**src/design/dsfp_pkg.sv**
```systemverilog
// Shared types, constants and codes for the distance sensor frame parser.
package dsfp_pkg;

  localparam int unsigned BYTE_W   = 8;
  localparam int unsigned DIST_W   = 16;
  localparam int unsigned STATUS_W = 2;
  localparam int unsigned CFG_IDX_W = 2;
  localparam int unsigned CFG_DATA_W = 16;
  localparam int unsigned POS_W    = 2;

  localparam logic [BYTE_W-1:0] FRAME_HEADER = 8'hFF;

  localparam logic [DIST_W-1:0] MIN_DIST_RESET = 16'd30;
  localparam logic [DIST_W-1:0] MAX_DIST_RESET = 16'd4500;

  localparam logic [CFG_IDX_W-1:0] CFG_MIN_DIST = 2'd0;
  localparam logic [CFG_IDX_W-1:0] CFG_MAX_DIST = 2'd1;

  localparam logic OP_BYTE    = 1'b0;
  localparam logic OP_TIMEOUT = 1'b1;

  localparam logic [STATUS_W-1:0] STATUS_OK      = 2'd0;
  localparam logic [STATUS_W-1:0] STATUS_RANGE   = 2'd1;
  localparam logic [STATUS_W-1:0] STATUS_TIMEOUT = 2'd2;

  localparam logic [POS_W-1:0] POS_HUNT  = 2'd0;
  localparam logic [POS_W-1:0] POS_HIGH  = 2'd1;
  localparam logic [POS_W-1:0] POS_LOW   = 2'd2;
  localparam logic [POS_W-1:0] POS_CHECK = 2'd3;

  typedef struct packed {
    logic [STATUS_W-1:0] status;
    logic [DIST_W-1:0]   distance_tenth_cm;
  } dsfp_word_t;

  typedef struct packed {
    logic       valid;
    dsfp_word_t word;
  } dsfp_result_t;

endpackage

```
**src/design/dsfp_if.sv**
```systemverilog
// Valid/ready channel interfaces for the received byte input and the distance result output.
interface dsfp_in_if;
  logic       valid;
  logic       ready;
  logic       op;
  logic [7:0] rx_byte;

  modport source (output valid, output op, output rx_byte, input ready);
  modport sink   (input valid, input op, input rx_byte, output ready);
endinterface

interface dsfp_out_if;
  logic        valid;
  logic        ready;
  logic [1:0]  status;
  logic [15:0] distance_tenth_cm;

  modport source (output valid, output status, output distance_tenth_cm, input ready);
  modport sink   (input valid, input status, input distance_tenth_cm, output ready);
endinterface

```
**src/design/dsfp_parser.sv**
```systemverilog
// Frame assembly state machine with checksum and range check for one accepted word.
module dsfp_parser (
  input  logic                          clk,
  input  logic                          rst_n,
  input  logic                          fire,
  input  logic                          op,
  input  logic [dsfp_pkg::BYTE_W-1:0]   rx_byte,
  input  logic [dsfp_pkg::DIST_W-1:0]   min_dist,
  input  logic [dsfp_pkg::DIST_W-1:0]   max_dist,
  output dsfp_pkg::dsfp_result_t        res
);
  import dsfp_pkg::*;

  logic [POS_W-1:0]  pos_r, pos_nxt;
  logic [BYTE_W-1:0] high_r, high_nxt;
  logic [BYTE_W-1:0] low_r, low_nxt;
  logic [BYTE_W-1:0] sum_r, sum_nxt;
  logic [DIST_W-1:0] dist_mm;

  assign dist_mm = {high_r, low_r};

  always_comb begin
    pos_nxt  = pos_r;
    high_nxt = high_r;
    low_nxt  = low_r;
    sum_nxt  = sum_r;
    res      = '0;
    if (fire) begin
      if (op == OP_TIMEOUT) begin
        pos_nxt  = POS_HUNT;
        high_nxt = '0;
        low_nxt  = '0;
        sum_nxt  = '0;
        res.valid = 1'b1;
        res.word.status = STATUS_TIMEOUT;
        res.word.distance_tenth_cm = '0;
      end else begin
        case (pos_r)
          POS_HUNT: begin
            if (rx_byte == FRAME_HEADER) begin
              sum_nxt = FRAME_HEADER;
              pos_nxt = POS_HIGH;
            end
          end
          POS_HIGH: begin
            high_nxt = rx_byte;
            sum_nxt  = sum_r + rx_byte;
            pos_nxt  = POS_LOW;
          end
          POS_LOW: begin
            low_nxt = rx_byte;
            sum_nxt = sum_r + rx_byte;
            pos_nxt = POS_CHECK;
          end
          default: begin
            pos_nxt = POS_HUNT;
            if (rx_byte == sum_r) begin
              res.valid = 1'b1;
              res.word.distance_tenth_cm = dist_mm;
              if ((dist_mm < min_dist) || (dist_mm > max_dist)) begin
                res.word.status = STATUS_RANGE;
              end else begin
                res.word.status = STATUS_OK;
              end
            end
          end
        endcase
      end
    end
  end

  always_ff @(posedge clk) begin
    if (!rst_n) begin
      pos_r  <= POS_HUNT;
      high_r <= '0;
      low_r  <= '0;
      sum_r  <= '0;
    end else begin
      pos_r  <= pos_nxt;
      high_r <= high_nxt;
      low_r  <= low_nxt;
      sum_r  <= sum_nxt;
    end
  end

  a_timeout_clears: assert property (@(posedge clk) disable iff (!rst_n)
    fire && (op == OP_TIMEOUT) |=> (pos_r == POS_HUNT) && (sum_r == '0))
    else $error("timeout did not clear the parser");

  a_result_source: assert property (@(posedge clk) disable iff (!rst_n)
    res.valid |-> fire && ((op == OP_TIMEOUT) || (pos_r == POS_CHECK)))
    else $error("result raised outside a checksum or timeout word");

  a_hunt_drops: assert property (@(posedge clk) disable iff (!rst_n)
    fire && (op == OP_BYTE) && (pos_r == POS_HUNT) && (rx_byte != FRAME_HEADER)
      |=> pos_r == POS_HUNT)
    else $error("non-header word left the hunting state");

endmodule

```
**src/design/distance_sensor_frame_parser_core.sv**
```systemverilog
// Top level of the distance sensor frame parser: configuration, parser and output buffering.
//
// The in_ch channel carries one word per handshake: a received byte (op 0) or a
// read timeout event (op 1). The out_ch channel returns a status and a distance
// in millimetres for every good frame and for every timeout; other words give
// no result. The configuration port writes the minimum (index 0) and maximum
// (index 1) distance; other indexes are ignored.
// A result goes to the output register, or to the skid register while the
// output register holds an untaken result. One word is accepted per cycle while
// in_ch.ready is high, a figure set by the single parser state update per word.
// The output register is backed by a one-entry skid register, so words keep
// being accepted while a result waits. in_ch.ready drops only when both hold a
// result, and rises again as soon as the receiver takes one.
// Reset clears the parser to hunting for a header, empties both output
// registers and loads the distance bounds with 30 mm and 4500 mm.
module distance_sensor_frame_parser_core (
  input  logic                              clk,
  input  logic                              rst_n,
  dsfp_in_if.sink                           in_ch,
  dsfp_out_if.source                        out_ch,
  input  logic                              cfg_we,
  input  logic [dsfp_pkg::CFG_IDX_W-1:0]    cfg_index,
  input  logic [dsfp_pkg::CFG_DATA_W-1:0]   cfg_wdata
);
  import dsfp_pkg::*;

  logic [DIST_W-1:0] min_dist_r;
  logic [DIST_W-1:0] max_dist_r;
  logic              out_valid_r;
  dsfp_word_t        out_word_r;
  logic              skid_valid_r;
  dsfp_word_t        skid_word_r;
  logic              in_fire;
  logic              out_take;
  dsfp_result_t      res;

  assign in_ch.ready = !skid_valid_r;
  assign in_fire     = in_ch.valid && in_ch.ready;
  assign out_take    = out_valid_r && out_ch.ready;

  assign out_ch.valid             = out_valid_r;
  assign out_ch.status            = out_word_r.status;
  assign out_ch.distance_tenth_cm = out_word_r.distance_tenth_cm;

  always_ff @(posedge clk) begin
    if (!rst_n) begin
      min_dist_r <= MIN_DIST_RESET;
      max_dist_r <= MAX_DIST_RESET;
    end else if (cfg_we) begin
      case (cfg_index)
        CFG_MIN_DIST: min_dist_r <= cfg_wdata[DIST_W-1:0];
        CFG_MAX_DIST: max_dist_r <= cfg_wdata[DIST_W-1:0];
        default: ;
      endcase
    end
  end

  dsfp_parser u_parser (
    .clk      (clk),
    .rst_n    (rst_n),
    .fire     (in_fire),
    .op       (in_ch.op),
    .rx_byte  (in_ch.rx_byte),
    .min_dist (min_dist_r),
    .max_dist (max_dist_r),
    .res      (res)
  );

  always_ff @(posedge clk) begin
    if (!rst_n) begin
      out_valid_r  <= 1'b0;
      skid_valid_r <= 1'b0;
    end else if (skid_valid_r) begin
      if (out_take) begin
        out_word_r   <= skid_word_r;
        skid_valid_r <= 1'b0;
      end
    end else if (res.valid) begin
      if (!out_valid_r || out_take) begin
        out_word_r  <= res.word;
        out_valid_r <= 1'b1;
      end else begin
        skid_word_r  <= res.word;
        skid_valid_r <= 1'b1;
      end
    end else if (out_take) begin
      out_valid_r <= 1'b0;
    end
  end

  a_skid_behind_out: assert property (@(posedge clk) disable iff (!rst_n)
    skid_valid_r |-> out_valid_r)
    else $error("skid register holds a word while the output register is empty");

  a_stall_fills_skid: assert property (@(posedge clk) disable iff (!rst_n)
    out_valid_r && !out_ch.ready && res.valid |=> skid_valid_r)
    else $error("result lost while the receiver stalled");

  a_skid_drains: assert property (@(posedge clk) disable iff (!rst_n)
    skid_valid_r && out_ch.ready |=> !skid_valid_r && out_valid_r)
    else $error("skid register did not drain into the output register");

endmodule
```
**src/flat_wrapper.sv**
```systemverilog
// flat-port wrapper written by rule: the top's interface ports become plain ports
module distance_sensor_frame_parser_core_flat import dsfp_pkg::*;
  (clk, rst_n, cfg_we, cfg_index, cfg_wdata, in_ch_valid, in_ch_op, in_ch_rx_byte, in_ch_ready, out_ch_valid, out_ch_status, out_ch_distance_tenth_cm, out_ch_ready);
  dsfp_in_if in_ch_i ();
  dsfp_out_if out_ch_i ();
  input  logic clk;
  input  logic rst_n;
  input  logic cfg_we;
  input  logic [dsfp_pkg::CFG_IDX_W-1:0] cfg_index;
  input  logic [dsfp_pkg::CFG_DATA_W-1:0] cfg_wdata;
  input wire logic [$bits(in_ch_i.valid)-1:0] in_ch_valid;
  input wire logic [$bits(in_ch_i.op)-1:0] in_ch_op;
  input wire logic [$bits(in_ch_i.rx_byte)-1:0] in_ch_rx_byte;
  output wire logic [$bits(in_ch_i.ready)-1:0] in_ch_ready;
  output wire logic [$bits(out_ch_i.valid)-1:0] out_ch_valid;
  output wire logic [$bits(out_ch_i.status)-1:0] out_ch_status;
  output wire logic [$bits(out_ch_i.distance_tenth_cm)-1:0] out_ch_distance_tenth_cm;
  input wire logic [$bits(out_ch_i.ready)-1:0] out_ch_ready;
  assign in_ch_i.valid = in_ch_valid;
  assign in_ch_i.op = in_ch_op;
  assign in_ch_i.rx_byte = in_ch_rx_byte;
  assign in_ch_ready = in_ch_i.ready;
  assign out_ch_valid = out_ch_i.valid;
  assign out_ch_status = out_ch_i.status;
  assign out_ch_distance_tenth_cm = out_ch_i.distance_tenth_cm;
  assign out_ch_i.ready = out_ch_ready;
  distance_sensor_frame_parser_core u_core (.clk(clk), .rst_n(rst_n), .in_ch(in_ch_i), .out_ch(out_ch_i), .cfg_we(cfg_we), .cfg_index(cfg_index), .cfg_wdata(cfg_wdata));
endmodule
```
**config.mk**
```make
export PLATFORM = sky130hd
export DESIGN_NAME = distance_sensor_frame_parser_core_flat
export DESIGN_NICKNAME = d
export VERILOG_FILES = /design/src/design/dsfp_pkg.sv /design/src/design/dsfp_if.sv /design/src/design/dsfp_parser.sv /design/src/design/distance_sensor_frame_parser_core.sv /design/src/flat_wrapper.sv
export SDC_FILE = /design/constraint.sdc
export NUM_CORES = 1
export LEC_CHECK = 0
export ABC_AREA = 1
export BUFFER_PORTS_ARGS = -buffer_cell sky130_fd_sc_hd__buf_2
export CAP_MARGIN = 10
export CORE_MARGIN = 5
export CORE_UTILIZATION = 66
export CTS_BUF_LIST = sky130_fd_sc_hd__clkbuf_2
export DETAILED_ROUTE_END_ITERATION = 6
export PLACE_DENSITY = 0.95
export SETUP_SLACK_MARGIN = 0.4
export SKIP_LAST_GASP = 1
export SLEW_MARGIN = 10
export SYNTH_ARGS = -nofsm -noshare
export SYNTH_HDL_FRONTEND = slang
export SYNTH_HIERARCHICAL = 1
export SYNTH_SLANG_ARGS = --single-unit
```
**constraint.sdc**
```tcl
create_clock -name clk -period 5.7 [get_ports clk]
set_input_delay 1.14 -clock clk [delete_from_list [all_inputs] [get_ports clk]]
set_output_delay 1.14 -clock clk [all_outputs]
set_load 0.1 [all_outputs]
```
* Word level (Yosys, flattened, before mapping)
Cells that the tools add are included.
Storage, ports and cells: flip-flop bits (word level) 96, input port bits 32, output and inout bits 20, logic and storage cells 76
Cells by class: add/subtract/negate cells 1, magnitude comparators 2, eq/ne operators 8, multiplexer cells 26, bitwise gates (word level) 2, reductions and logical operators 25
Operators with widths (number):
- 19-bit two-way mux | 4
- 18-bit two-way mux | 4
- 8-bit two-way mux | 6
- 16-bit greater-than comparator | 1
- 16-bit less-than comparator | 1
- 8-bit one-hot mux with 2 select lines | 1
- 2-bit AND reduction | 5
- 2-bit nonzero test | 5
- 8-bit adder | 1
- 8-bit equality test | 1
- 8-bit equality test, second input constant | 1
- 1-bit two-way mux | 8
- 4-bit AND reduction | 2
- 2-bit one-hot mux with 3 select lines | 1
- 3-bit AND reduction | 2
- 2-bit by 1-bit equality test with 1-bit output, second input constant | 2
- 2-bit logical NOT | 2
- 2-bit two-way mux | 2
- 2-bit inequality test, second input constant | 2
- 3-bit inequality test, second input constant | 1
- 3-bit nonzero test | 1
- 3-bit OR reduction | 1
- 2-bit equality test, second input constant | 1
- 1-bit logical AND | 2
- 4 further kinds | 7

* Logic depth before layout (Yosys ltp)
depth after elaboration 10, depth in mapped cells 15

* Hierarchy
The synthesis kept the hierarchy.
Modules (own cells, without submodules):
- distance_sensor_frame_parser_core | times used 1, cells each 304, area each 2773.9 µm²
- dsfp_parser | times used 1, cells each 394, area each 2498.6 µm²

* Least setup slack after synthesis
No wires, ideal clock.
path type input to register, from in in_ch_rx_byte[3], to reg u_core.out_word_r, in the netlist u_core/out_ch.distance_tenth_cm[0] (enable), data arrival time 3.018 ns, required time 5.307 ns, path slack 2.289 ns, cell stages on the path 9, path buffers 0, cell sequence ha_1 inv_1 nand4_1 nor4b_4 or2_2 inv_1 nand2_1 nand2_1 nor2_1
RTL lines:
- from (decl) | line flat_wrapper.sv:13 | input wire logic [$bits(in_ch_i.rx_byte)-1:0] in_ch_rx_byte;
- to (signal assigned) | line distance_sensor_frame_parser_core.sv:75 | out_word_r <= skid_word_r;
- to (signal assigned) | line distance_sensor_frame_parser_core.sv:80 | out_word_r <= res.word;
- to (decl) | line distance_sensor_frame_parser_core.sv:30 | dsfp_word_t out_word_r;

* Worst setup path in the final report
from reg u_core.skid_valid_r, to out in_ch_ready
Between the ends: longest elaborated chain between the ends 1
RTL lines:
- from (decl) | line distance_sensor_frame_parser_core.sv:31 | logic skid_valid_r;
- from (signal assigned) | line distance_sensor_frame_parser_core.sv:72 | skid_valid_r <= 1'b0;
- from (signal assigned) | line distance_sensor_frame_parser_core.sv:76 | skid_valid_r <= 1'b0;
- from (signal assigned) | line distance_sensor_frame_parser_core.sv:84 | skid_valid_r <= 1'b1;
- 1-bit logical NOT | line distance_sensor_frame_parser_core.sv:37 | assign in_ch.ready = !skid_valid_r;
- to (decl) | line flat_wrapper.sv:14 | output wire logic [$bits(in_ch_i.ready)-1:0] in_ch_ready;
Every way passes these cells.

==> impl_metrics.csv <==
group,metric,value,unit
status,outcome,"finished, final reports clean",
worst_setup_path,critical_path_buf_inv_count,2,
routing,wl,11300,um
global_routing,overflow,0,
placement,dpl_worst_slack,2180,ps
layout,area_growth,7.19,%
placement,gp_congestion,0.933,
routing,firstDrtPassIters,7,
layout,fill_cells,597,
min_path,hold_path_class,"flip-flop to flip-flop",
global_routing,track_usage,0.239,
power,ir_drop,0.128,mV
timing,maxSlewHeadroom,0.497,
routing,post_drt_via_cell_ratio,5.36,
run,max_cap_violations,0,
die,die_x,99.4,um
layout,regArea,2280,sq um
worst_setup_path,worst_ep_required_time,4560,ps
layout,multi_input_area,2420,sq um
logic_synthesis,syn-cell-area,5270,sq um
timing,maxSlewViolCount,0,
worst_setup_path,slowest_stage,"dfxtp_1",
layout,layout.cells.most_common,"nand2_1",
power,p_seq_frac,0.588,
clock_network,cts.clk_slew.worst_paths,310,ps
clock_network,clk_latency,570,ps
logic_synthesis,synth.yosys.seq_area_share,0.433,
routing,ant_nets,0,
clock_network,clock-sinks,96,
layout,diodes,0,
logic_synthesis,yosys_warnings,6,
global_routing,top_usage_layer,"met2",
logic_synthesis,postSynthAreaPerCell,7.55,sq um
logic_synthesis,synthCells,698,
die,dieHeight,99.4,um
global_routing,gr-usage-met2,0.400,
layout,nets,813,
layout,final_layout_size_suffix_gt1_frac,0.121,
worst_setup_path,cp-end-kind,"output pin",
worst_setup_path,cp-start-kind,"flip-flop",
placement,dp_hpwl,8530,um
worst_setup_path,cp_slowest_stage_delay,800,ps
placement,port_buffers,51,
power,leakage,2.70,nW
clock_network,cts_made_buffers,9,
global_routing,grt_pass1_wl,19500,um
timing,tightest_slew,753,ps
timing,tns,0,ps
logic_synthesis,ys_ff_latch,96,
clock_network,cts_resized,0,
clock_network,clockRootBuffer,"clkbuf_2",
worst_setup_path,crit_family,"buffers and inverters",
timing,finalCritPeriodShare,0.598,
die,start_util,0.679,
routing,route.detailed.drc,0,
timing,rsz0062_at_grt,"false",
global_routing,use_met1,0.320,
layout,mostFrequentLayoutCells,"217 x nand2_1, 109 x inv_1, 62 x nor2_1",
logic_synthesis,synth_cell_types,32,
power,p_int,0.000880,W
timing,hold_slack,488,ps
clock_network,cts_tree,"built",
die,ios,52,
worst_setup_path,r2r_slack,2760,ps
die,row_count,32,
die,die-area,9880,sq um
power,switching_share,0.295,
global_routing,use_met3,0.0365,
power,pwr-share-clk,0.296,
die,core_region_area,7770,sq um
power,p_comb_frac,0.115,
logic_synthesis,syn_nets,773,
timing,setup_viol,0,
timing,fmax,293,MHz
global_routing,antenna_found_initial,0,
timing,fin_crit,3410,ps
clock_network,cts_setup_buffers,0,
routing,drt_iter0_drc,320,
clock_network,htree_num_levels,3,
routing,vias,4527,
worst_setup_path,critical_path_class,"flip-flop to output pin",
power,powerDensity,221,nW/um^2
worst_setup_path,critPathArrivalTime,2270,ps
timing,fin_skew,28.8,ps
global_routing,grt_pass1_vias,4301,
timing,hold_violations,0,
timing,setup_slack,2290,ps
worst_setup_path,cp_cell_sequence,"inv_1 > buf_2",
power,switchingPower,0.000368,W
routing,wire_per_inst,13.4,um
clock_network,holdBufCountCts,0,
worst_setup_path,cp_max_fo,21,
clock_network,cts_buffer_depth,2,
global_routing,grt_max_degree,38,
path summary, 6_finish.rpt:
check | cells past startpoint | end | from
setup / recovery | 2 | in_ch_ready | u_core/skid_valid_r$_SDFF_PN0_
hold / removal | 2 | u_core/min_dist_r[2]$_SDFFE_PN1P_ | u_core/min_dist_r[2]$_SDFFE_PN1P_
setup reg to reg | 7 | u_core/skid_word_r[15]$_DFFE_PP_ | u_core/skid_valid_r$_SDFF_PN0_
hold reg to reg | 2 | u_core/min_dist_r[2]$_SDFFE_PN1P_ | u_core/min_dist_r[2]$_SDFFE_PN1P_
Yosys cell counts, drive strengths merged:
| library cell | instances | area [sq um] |
|---|---|---|
| nand2 | 218 | 821 |
| inv | 110 | 413 |
| nor2 | 76 | 330 |
| dfxtp | 60 | 1200 |
| a21oi | 58 | 290 |
| ha | 42 | 526 |
| nand3 | 41 | 230 |
| edfxtp | 36 | 1080 |
| buf | 19 | 130 |
| nand4 | 9 | 56.3 |
| o21ai | 6 | 30.0 |
| clkbuf | 5 | 18.8 |
| nor3 | 5 | 30.0 |
| clkinv | 2 | 7.51 |
| or2 | 2 | 12.5 |
| a21boi | 1 | 7.51 |
| a21o | 1 | 7.51 |
| a31oi | 1 | 6.26 |
| fa | 1 | 20.0 |
| nand3b | 1 | 7.51 |
| nor4 | 1 | 6.26 |
| nor4b | 1 | 23.8 |
| o21a | 1 | 7.51 |
| xor2 | 1 | 8.76 |
tightest hold or removal path: cells and delay by family, from the launching register on:
| family | cells | cell delay (ps) |
|---|---|---|
| flops | 1 | 390 |
| simple gates | 2 | 110 |
per-stage QoR:
step / area [sq um] / total power (W) / instances / utilization
2_1_floorplan: 5270 / 0.000856 / 698 / -
3_3_place_gp: 5520 / 0.000885 / 829 / 0.711
3_5_place_dp: 5520 / 0.000890 / 829 / 0.711
4_1_cts: 5650 / 0.00125 / 845 / 0.728
5_1_grt: 5650 / 0.00130 / 845 / 0.728
6_report: 5650 / 0.00125 / 845 / 0.728
registers in the layout, indices dropped and copies added, names as in the netlist, 2 cells and up:
name / count
u_core/u_parser/pos_r: 2
u_core/out_ch.status: 2
u_core/out_ch.distance_tenth_cm: 16
u_core/u_parser/low_r: 8
u_core/max_dist_r: 16
u_core/skid_word_r: 18
u_core/min_dist_r: 16
u_core/u_parser/sum_r: 8
u_core/u_parser/high_r: 8
power by group through the flow:
stage | logic [W] | registers [W] | clock network [W]
2_1_floorplan | 0.0000826 | 0.000774 | 0
3_3_place_gp | 0.000138 | 0.000747 | 0
3_5_place_dp | 0.000143 | 0.000748 | 0
4_1_cts | 0.000144 | 0.000735 | 0.000374
5_1_grt | 0.000161 | 0.000737 | 0.000400
6_report | 0.000144 | 0.000735 | 0.000370
cell type report:
| type | instances | share of cell area |
|---|---|---|
| Tap cell | 102 | 0.0226 |
| Multi-Input combinational cell | 466 | 0.428 |
| Clock buffer | 9 | 0.00797 |
| Sequential cell | 96 | 0.404 |
| Timing Repair Buffer | 53 | 0.0478 |
| Inverter | 112 | 0.0744 |
| Clock inverter | 7 | 0.0151 |
metal layers:
layer,up-vias,share of wire
met2,183,0.48
met3,21,0.069
li1,2270,-
met5,-,0
met4,0,0.017
met1,2053,0.44
kinds of logic (layout without fill, tap and decap cells):
| group | count (synthesis) | in the layout | share of synthesized area |
|---|---|---|---|
| adders and majority gates | 43 | 43 | 0.103 |
| DFF | 96 | 96 | 0.433 |
| xor gates and xnor gates | 1 | 1 | 0.00166 |
| AOI/OAI and AO/OA | 68 | 68 | 0.0662 |
| and+or+nand+nor | 354 | 354 | 0.288 |
| buffers and inverters | 136 | 181 | 0.108 |
Note: power is estimated with default switching activity, not from simulation.
